### config.mk
export PLATFORM = sky130hd
export DESIGN_NAME = dmct_ctrl
export DESIGN_NICKNAME = d
export VERILOG_FILES = /design/src/rtl/dmct_pkg.sv /design/src/rtl/dmct_ctrl.sv
export SDC_FILE = /design/constraint.sdc
export NUM_CORES = 1
export LEC_CHECK = 0
export ABC_AREA = 1
export BUFFER_PORTS_ARGS = -buffer_cell sky130_fd_sc_hd__buf_2
export CORE_AREA = 2 2 39 41
export CTS_CLUSTER_SIZE = 20
export DETAILED_ROUTE_END_ITERATION = 6
export DIE_AREA = 0 0 41 43
export PLACE_DENSITY = 0.44
export SLEW_MARGIN = 20
export SYNTH_ARGS = -nofsm -noshare
export SYNTH_HDL_FRONTEND = slang
export SYNTH_SLANG_ARGS = --single-unit
### constraint.sdc
create_clock -name clk_i -period 0.95 [get_ports clk_i]
set_input_delay 0.0475 -clock clk_i [delete_from_list [all_inputs] [get_ports clk_i]]
set_output_delay 0.0475 -clock clk_i [all_outputs]
set_load 0.01 [all_outputs]
### src/rtl/dmct_pkg.sv
package dmct_pkg;

  // Configuration port
  localparam int unsigned CFG_ADDR_W = 3;
  localparam int unsigned CFG_DATA_W = 10;

  localparam logic [CFG_ADDR_W-1:0] CFG_OFFSET_BITS    = 3'd0;
  localparam logic [CFG_ADDR_W-1:0] CFG_INDEX_BITS     = 3'd1;
  localparam logic [CFG_ADDR_W-1:0] CFG_ACCESS_CYCLES  = 3'd2;
  localparam logic [CFG_ADDR_W-1:0] CFG_WRITE_THROUGH  = 3'd3;
  localparam logic [CFG_ADDR_W-1:0] CFG_WRITE_ALLOCATE = 3'd4;

  // Register field widths and reset values
  localparam int unsigned FIELD_BITS_W = 4;
  localparam int unsigned CYCLES_W     = 10;

  localparam logic [FIELD_BITS_W-1:0] OFFSET_BITS_RST   = 4'd2;
  localparam logic [FIELD_BITS_W-1:0] INDEX_BITS_RST    = 4'd4;
  localparam logic [CYCLES_W-1:0]     ACCESS_CYCLES_RST = 10'd1;

  // Result widths
  localparam int unsigned COST_W = 12;
  localparam int unsigned CNT_W  = 32;

  // Cycles charged for one memory transfer
  localparam logic [COST_W-1:0] MEM_TRANSFER = 12'd120;

  typedef struct packed {
    logic [FIELD_BITS_W-1:0] offset_bits;
    logic [FIELD_BITS_W-1:0] index_bits;
    logic [CYCLES_W-1:0]     access_cycles;
    logic                    write_through;
    logic                    write_allocate;
  } dmct_cfg_t;

  // Controller to datapath
  typedef struct packed {
    logic clear_en;
    logic load_req;
    logic read_en;
    logic commit;
  } dmct_cmd_t;

  // Datapath to controller
  typedef struct packed {
    logic clear_last;
  } dmct_sts_t;

endpackage

### src/rtl/dmct_ctrl.sv
module dmct_ctrl
  import dmct_pkg::*;
(
  input  logic      clk_i,
  input  logic      rst_ni,
  input  logic      in_valid_i,
  output logic      in_stall_o,
  output logic      out_valid_o,
  input  logic      out_stall_i,
  input  dmct_sts_t sts_i,
  output dmct_cmd_t cmd_o
);

  localparam logic [1:0] ST_CLEAR = 2'd0;
  localparam logic [1:0] ST_IDLE  = 2'd1;
  localparam logic [1:0] ST_READ  = 2'd2;
  localparam logic [1:0] ST_CHECK = 2'd3;

  logic [1:0] state_q, state_d;
  logic       out_valid_q, out_valid_d;
  logic       accept;
  logic       out_free;

  assign accept   = (state_q == ST_IDLE) && in_valid_i;
  assign out_free = !out_valid_q || !out_stall_i;

  // Drive datapath commands
  always_comb begin
    cmd_o.clear_en = (state_q == ST_CLEAR);
    cmd_o.load_req = accept;
    cmd_o.read_en  = (state_q == ST_READ);
    cmd_o.commit   = (state_q == ST_CHECK) && out_free;
  end

  // Advance the sequence
  always_comb begin
    state_d = state_q;
    unique case (state_q)
      ST_CLEAR: begin
        if (sts_i.clear_last) begin
          state_d = ST_IDLE;
        end
      end
      ST_IDLE: begin
        if (accept) begin
          state_d = ST_READ;
        end
      end
      ST_READ: begin
        state_d = ST_CHECK;
      end
      ST_CHECK: begin
        if (out_free) begin
          state_d = ST_IDLE;
        end
      end
    endcase
  end

  // Hold the result until the downstream transaction completes
  assign out_valid_d = cmd_o.commit ? 1'b1 : (out_valid_q && out_stall_i);

  always_ff @(posedge clk_i or negedge rst_ni) begin
    if (!rst_ni) begin
      state_q     <= ST_CLEAR;
      out_valid_q <= 1'b0;
    end else begin
      state_q     <= state_d;
      out_valid_q <= out_valid_d;
    end
  end

  assign in_stall_o  = (state_q != ST_IDLE);
  assign out_valid_o = out_valid_q;

endmodule

* Word level (Yosys, flattened, before mapping)
Index checks and enable logic that the tools add are counted.
** Operators by class
- Muxes and demuxes :: 5
- Reductions and logical operators :: 8
- Eq/ne operators :: 7
** Operators with widths (count)
- $pmux 2 s4 :: 1
- $mux 2 :: 3
- $ne 2x2->1 const B :: 3
- $eq 2x2->1 const B :: 2
- $logic_and 1x1->1 :: 3
- $reduce_and 3->1 :: 1
- $eq 2x1->1 const B :: 1
- $logic_not 1->1 :: 2
- $logic_not 2->1 :: 1
- $ne 2x1->1 const B :: 1
- $logic_or 1x1->1 :: 1
- $mux 1 :: 1
** Storage, ports and cells
- Output and inout bits :: 6
- Bits of input ports :: 5
- Word-level logic and storage cells :: 22
- Register bits :: 3

* Depth between registers and ports, before layout
Gate-level depths: netlist of run 1.
- Word-level depth :: 4
- Depth in mapped cells :: 6
- Mapped depth without buffers :: 6

* Worst setup path before layout of run 1
OpenSTA, ideal clock, no wires.
- Path kind :: register to register
- From :: reg state_q[0]
- To :: reg state_q[0]
- Arrival :: 959 ps
- Stages on the path, launching flop included :: 7
- Buffers on the path :: 0
- Data required time :: 832 ps
- Setup time :: 118 ps
- Path slack :: -127 ps
- Clock period less this slack :: 1077 ps
- Cell sequence :: dfrtp_1 > inv_1 > ha_1 > nand2_1 > nand3_2 > nand2_1 > nand2_1
** RTL lines
- start, declared :: line dmct_ctrl.sv:19 : logic [1:0] state_q, state_d;
- start signal, assigned :: line dmct_ctrl.sv:68 : state_q <= state_d;

==> results.json, run 1 <==
{
  "outcome": "complete, but fails checks",
  "failed_checks": "setup timing",
  "rr_endpoint": "state_q[1]",
  "worstHoldEndpoint": "out_valid_o",
  "worstReg2RegStart": "state_q[0]",
  "first_global_vias": 220,
  "maximum_number_of_pins_on_one_net_before_global_route_repair": 5,
  "die_area_sq_mm": 0.00176,
  "timing.final.ws_setup_ns": -0.182,
  "clock_latency_ns": 0.23,
  "detail_route.wl_per_cell_um": 8.00,
  "final.setup_skew_ns": 0.00106,
  "clock_tree_sinks": 3,
  "synth.avg_cell_area_sq_um": 8.02,
  "drt.antenna.violating_nets": 0,
  "power.ir.vdd_worst_mv": 1.02,
  "place_hpwl_um": 406,
  "dieHeight_um": 43,
  "worstRegToRegCells": 5,
  "timing.critical_path.slowest_cell_delay_ns": 0.43,
  "initial_utilization_pct": 16.8,
  "ff2ff_setup_slack_ns": -0.09,
  "period_minus_slack_ns": 1.13,
  "tritoncts": "yes",
  "clock.fmax_mhz": 883,
  "detail_route.wirelength_um": 496,
  "cap_violations": 0,
  "criticalPathCategory": "reg -> out",
  "power.leakage_nw": 0.219,
  "detail_route.iter0.violations": 5,
  "cts.htree.levels": 1,
  "netlist.area_leader.share_pct": 32.3,
  "leftover_overflow_at_the_end_of_global_routing": 0,
  "post_synth_instance_area_sq_um": 233,
  "drtPass1Iterations": 2,
  "core_area_sq_mm": 0.00138,
  "cts.root.buffer_cell": "sky130_fd_sc_hd__clkbuf_4",
  "critical_path_required_ns": 0.90,
  "floorplan.rows": 14,
  "timing.final.max_slew_violations": 0,
  "grt_first_pass_wirelength_um": 807,
  "worst_hold_startpoint": "out_stall_i",
  "grt_setup_unrepaired": "true",
  "timing.critical_path.mode_cell": "sky130_fd_sc_hd__buf_6",
  "netlist_top_cells_area": "sky130_fd_sc_hd__dfrtp_1 32%, sky130_fd_sc_hd__ha_1 22%, sky130_fd_sc_hd__nand2_1 13%",
  "setup.worst_path.start_class": "flip-flop",
  "port-buffer-count": 10,
  "library_cell_with_the_largest_summed_area_after_synthesis": "sky130_fd_sc_hd__dfrtp_1",
  "min_delay_path_depth": 3,
  "area.growth.synth_to_final_pct": 83.9,
  "drt_drc": 0,
  "pin_count": 11,
  "worst-endpoint-arrival_ns": 1.08,
  "path_cells": "inv_2 -> buf_6 -> ha_4 -> buf_6",
  "cts_max_path_buffers": 2,
  "ys_seq_area_share_pct": 32.3,
  "synth_nets": 38,
  "timing.setup.tns_ns": -1.01,
  "synthesis.instances": 29,
  "grt_antenna_before_repair": 0,
  "layout_worst_path_cycle_share_pct": 119,
  "tightestPinTransition_ns": 0.152,
  "number_of_warning_messages_in_the_yosys_log": 0,
  "vias": 225,
  "final_util_pct": 30.9,
  "timing.hold.worst.class": "in -> reg",
  "dpl-instance-area_sq_um": 320,
  "setup_viol": 7,
  "layout-drive-gt1-share_pct": 71.7,
  "cts_made_buffers": 3,
  "cellPowerDensity_mw_per_mm2": 3320,
  "end_kind": "primary output",
  "grtUsageTotal_pct": 7.34,
  "register_bit_count_reported_by_yosys": 3,
  "p_total_mw": 1.42,
  "cts.reportedPaths.clkPinSlew_ns": 0.04,
  "timing_hold_violations_final": 0,
  "maxSlewHeadroom_pct": 89.8,
  "worst_path_max_delay_cell": "sky130_fd_sc_hd__dfrtp_2",
  "total_nets_final": 56,
  "post-route-cell-area_sq_um": 428,
  "gp_congestion": 0.633,
  "crit_fanout": 4,
  "synthDistinctLibCells": 9,
  "mean_number_of_vias_per_cell": 3.63,
  "die_w_um": 41,
  "diodes": 0
}
-- critical path: cells and delay by family (launching register included) --
family | cells | cell delay, ns
buf+inv | 3 | 0.28
fa+ha+maj | 1 | 0.14
flops | 1 | 0.43
-- sequential cells by signal, indices dropped and copies added (netlist names) --
signal       count
state_q          2
out_valid_o      1
-- timing repair --
item                                    CTS  global route
setup buffers                             1             0
pin swaps                                 4             0
gates resized for setup                  13             3
endpoints found under the setup margin    7             7
hold buffers                              1             0
endpoints found under the hold margin     3             0
-- placed cells by master, fill, tap and decap left out --
cell	count
sky130_fd_sc_hd__buf_2	7
sky130_fd_sc_hd__nand2_1	6
sky130_fd_sc_hd__inv_2	5
sky130_fd_sc_hd__buf_6	4
sky130_fd_sc_hd__nand2_2	3
sky130_fd_sc_hd__ha_4	3
sky130_fd_sc_hd__clkbuf_4	3
sky130_fd_sc_hd__nand3_2	2
sky130_fd_sc_hd__inv_1	2
sky130_fd_sc_hd__nand4_1	2
sky130_fd_sc_hd__buf_4	2
sky130_fd_sc_hd__dfrtp_2	2
sky130_fd_sc_hd__a21oi_2	1
sky130_fd_sc_hd__ha_2	1
sky130_fd_sc_hd__clkbuf_1	1
sky130_fd_sc_hd__dlygate4sd3_1	1
sky130_fd_sc_hd__dfrtp_1	1
-- how the worst max path moves through the flow --
stage                     startpoint    endpoint  slack, ns  cells after the start
after detailed placement  state_q[1]  state_q[0]      -0.12                      5
final                     state_q[0]    cmd_o[1]      -0.18                      4
after CTS                 state_q[1]    cmd_o[2]      -0.20                      5
after floorplan           state_q[1]  state_q[0]      -0.03                      6
after global routing      state_q[0]    cmd_o[1]      -0.23                      4
after global placement    state_q[1]  state_q[1]      -0.10                      5
-- where the power goes --
part / switching [mW] / internal [mW]
registers: 0.106 / 0.207
logic: 0.420 / 0.468
clock network: 0.0626 / 0.157
-- synthesized netlist by cell type --
library cell and instances:
sky130_fd_sc_hd__dfrtp_1 3, sky130_fd_sc_hd__inv_1 7, sky130_fd_sc_hd__a21oi_1 1, sky130_fd_sc_hd__nand3_2 2
sky130_fd_sc_hd__nand2_2 1, sky130_fd_sc_hd__buf_4 1, sky130_fd_sc_hd__ha_1 4, sky130_fd_sc_hd__nand4_1 2
sky130_fd_sc_hd__nand2_1 8
-- final cells by class --
cell class              instances  area, sq um
fillers                       154          956
multi-input cells              18          173
repair buffers                 14          105
flip-flops and latches          3         77.6
clock buffers                   4         26.3
inverters                       7         26.3
well taps                      16         20.0
-- per-layer routing --
metal | GRT usage (%) | part of all wire, %
met1 | 7.42 | 43
met2 | 10.0 | 51
met4 | 8.00 | 0
met3 | 3.14 | 5.6
met5 | 0 | 0
-- through the flow --
stage / hold slack [ns] / worst slack, ns / cells
CTS: 0.0621 / -0.202 / 62
finish: 0.0681 / -0.182 / 62
global placement: -0.153 / -0.102 / 56
global route: 0.0788 / -0.231 / 62
floorplan: -0.248 / -0.0295 / 29
detailed placement: -0.151 / -0.118 / 56
-- logic make-up (layout without fill, tap and decap cells) --
group	after synthesis	after routing	synth area share (%)
DFF	3	3	32.3
buffers and inverters	8	25	14.5
adders and majority gates	4	4	21.5
and+or+nand+nor	13	13	29.6
AOI/OAI and AO/OA	1	1	2.15
Note: power is estimated with default switching activity, not from simulation.
==> inputs of run 2 (changes only) <==
--- a/config.mk
+++ b/config.mk
@@ -5,7 +5,6 @@
 export SDC_FILE = /design/constraint.sdc
 export NUM_CORES = 1
 export LEC_CHECK = 0
-export ABC_AREA = 1
 export BUFFER_PORTS_ARGS = -buffer_cell sky130_fd_sc_hd__buf_2
 export CORE_AREA = 2 2 39 41
 export CTS_CLUSTER_SIZE = 20
==> results.json, run 2 <==
{
  "post-route-cell-area_sq_um": 487,
  "timing.final.max_slew_violations": 0,
  "layout-drive-gt1-share_pct": 85.7,
  "timing.final.ws_setup_ns": -0.361,
  "worstReg2RegStart": "state_q[0]",
  "drtPass1Iterations": 1,
  "drt_drc": 0,
  "rr_endpoint": "state_q[1]",
  "ys_seq_area_share_pct": 32.6,
  "setup_viol": 8,
  "netlist_top_cells_area": "sky130_fd_sc_hd__dfrtp_1 33%, sky130_fd_sc_hd__ha_1 22%, sky130_fd_sc_hd__o221ai_4 11%",
  "cts.reportedPaths.clkPinSlew_ns": 0.04,
  "setup.worst_path.start_class": "flip-flop",
  "layout_worst_path_cycle_share_pct": 138,
  "critical_path_required_ns": 1.07,
  "failed_checks": "setup timing",
  "final_cell_mix": "8 x sky130_fd_sc_hd__buf_6, 6 x sky130_fd_sc_hd__buf_2, 5 x sky130_fd_sc_hd__buf_4",
  "synth_enable_flop_cells": 0,
  "library_cell_with_the_largest_summed_area_after_synthesis": "sky130_fd_sc_hd__dfrtp_1",
  "core_area_sq_mm": 0.00138,
  "period_minus_slack_ns": 1.31,
  "timing.setup.tns_ns": -1.85,
  "clock_tree_sinks": 3,
  "tritoncts": "yes",
  "maxSlewHeadroom_pct": 87.6,
  "synth_xor_xnor_area_share_pct": 0,
  "post_synth_instance_area_sq_um": 230,
  "layout.cells.most_common": "sky130_fd_sc_hd__buf_6",
  "cellPowerDensity_mw_per_mm2": 3610,
  "diodes": 0,
  "synth-adder-area-share_pct": 21.7,
  "gp_congestion": 0.594,
  "synth_async_sr_flop_share_pct": 100,
  "synth.mux.area_fraction_pct": 10.9,
  "synth_flop_cell": "sky130_fd_sc_hd__dfrtp_1",
  "hold-worst-slack_ns": 0.0772,
  "placedCellCount": 49,
  "port-buffer-count": 10,
  "most_numerous_cell_in_the_yosys_netlist": "sky130_fd_sc_hd__ha_1",
  "drt.antenna.violating_nets": 0,
  "outcome": "complete, but fails checks",
  "leftover_overflow_at_the_end_of_global_routing": 0,
  "vias": 221,
  "grt_antenna_before_repair": 0,
  "dpl-instance-area_sq_um": 355,
  "timing.hold.worst.class": "in -> reg",
  "maximum_number_of_pins_on_one_net_before_global_route_repair": 5,
  "floorplan.rows": 14,
  "synth.avg_cell_area_sq_um": 12.1,
  "synthDistinctLibCells": 12,
  "worst_hold_startpoint": "out_stall_i",
  "total_nets_final": 52,
  "worstRegToRegCells": 5,
  "worstHoldEndpoint": "out_valid_o",
  "first_global_vias": 240,
  "end_kind": "flip-flop",
  "cts_made_buffers": 3,
  "detail_route.wirelength_um": 574,
  "area.growth.synth_to_final_pct": 111,
  "final.setup_skew_ns": 0.00340,
  "clock_latency_ns": 0.23,
  "final_util_pct": 35.2,
  "power.leakage_nw": 0.228,
  "power.ir.vdd_worst_mv": 1.29,
  "register_bit_count_reported_by_yosys": 3,
  "netlist.area_leader.share_pct": 32.6,
  "cts_max_path_buffers": 2,
  "tightestPinTransition_ns": 0.186,
  "place_hpwl_um": 407,
  "worst-endpoint-arrival_ns": 1.43,
  "grt_first_pass_wirelength_um": 862,
  "synth_top_family_by_area": "adder cells",
  "cts.htree.levels": 1,
  "die_area_sq_mm": 0.00176,
  "grtUsageTotal_pct": 8.15,
  "pin_count": 11,
  "grt_setup_unrepaired": "true",
  "largest_register_ff_count": 2,
  "post-place-ws_ns": -0.380,
  "top_cell_types_by_occurrence_after_synthesis": "4 x sky130_fd_sc_hd__ha_1, 3 x sky130_fd_sc_hd__dfrtp_1, 3 x sky130_fd_sc_hd__inv_1",
  "p_total_mw": 1.76,
  "finalNonFillerCells": 58,
  "number_of_warning_messages_in_the_yosys_log": 0,
  "synth_compound_area_share_pct": 17.9,
  "initial_utilization_pct": 16.6,
  "dieHeight_um": 43,
  "synth_nets": 28,
  "ff2ff_setup_slack_ns": -0.36,
  "synthesis.instances": 19,
  "max_flop_register": "state_q",
  "criticalPathCategory": "reg -> reg",
  "detail_route.iter0.violations": 0,
  "die_w_um": 41,
  "mean_number_of_vias_per_cell": 3.81,
  "clock.fmax_mhz": 763,
  "detail_route.wl_per_cell_um": 9.90,
  "cap_violations": 0,
  "synthSimpleGateAreaFrac_pct": 7.07,
  "timing_hold_violations_final": 0,
  "cts.root.buffer_cell": "sky130_fd_sc_hd__clkbuf_4",
  "crit_fanout": 3,
  "min_delay_path_depth": 2
}
[run 2: changes by cell type in the layout (fill, tap and decap cells not counted), moves of 2 or more]
| cell | change |
|---|---|
| sky130_fd_sc_hd__nand2_2 | -3 |
| sky130_fd_sc_hd__inv_2 | -2 |
| sky130_fd_sc_hd__buf_4 | +3 |
| sky130_fd_sc_hd__nand2_1 | -6 |
| sky130_fd_sc_hd__buf_6 | +4 |
| sky130_fd_sc_hd__inv_1 | -2 |
| sky130_fd_sc_hd__nand4_1 | -2 |
[run 2: cell type report]
cell class                 count  area, sq um
fill                         151          897
multi-input combinational     11          179
timing repair buffer          20          168
sequential                     3         76.3
clock buffer                   4         26.3
tap                           16         20.0
inverter                       4         17.5
[run 2: cells by family after synthesis]
group | count (synthesis)
fa+ha+maj | 4
simple gates | 2
compound gates | 3
buf+inv | 5
mux | 2
flops | 3
[run 2: metal layers]
layer	GRT usage, %	part of all wire, %
met5	0	0
met4	8.00	2.6
met3	3.14	9.4
met2	12.8	56
met1	7.12	32
[run 2: worst max-delay path, cell delays in order (launching register included)]
cell	delay, ns
sky130_fd_sc_hd__dfrtp_2	0.43
sky130_fd_sc_hd__inv_2	0.10
sky130_fd_sc_hd__ha_4	0.13
sky130_fd_sc_hd__inv_2	0.04
sky130_fd_sc_hd__o221ai_4	0.18
sky130_fd_sc_hd__mux2_4	0.32
[run 2: how the worst max path moves through the flow]
stage	startpoint	end	slack (ns)	depth (start not counted)
after global routing	state_q[0]	state_q[0]	-0.42	6
after floorplan	state_q[0]	state_q[1]	-0.35	5
after CTS	state_q[0]	state_q[1]	-0.38	5
final	state_q[0]	state_q[1]	-0.36	5
after global placement	state_q[0]	state_q[1]	-0.36	4
after detailed placement	state_q[1]	state_q[1]	-0.38	5
[run 2: where the power goes]
group          switching, mW  internal [mW]  leakage, nW  total, mW
combinational          0.475          0.776        0.180       1.25
clock                 0.0700          0.158       0.0150      0.228
sequential            0.0766          0.201       0.0333      0.278
[run 2: timing repair]
action / 4_1_cts / 5_1_grt
hold buffers: 1 / 0
pin swaps: 4 / 2
hold endpoints to repair: 3 / 0
buffers inserted: 3 / 1
setup endpoints to repair: 8 / 9
gates resized for setup: 10 / 6
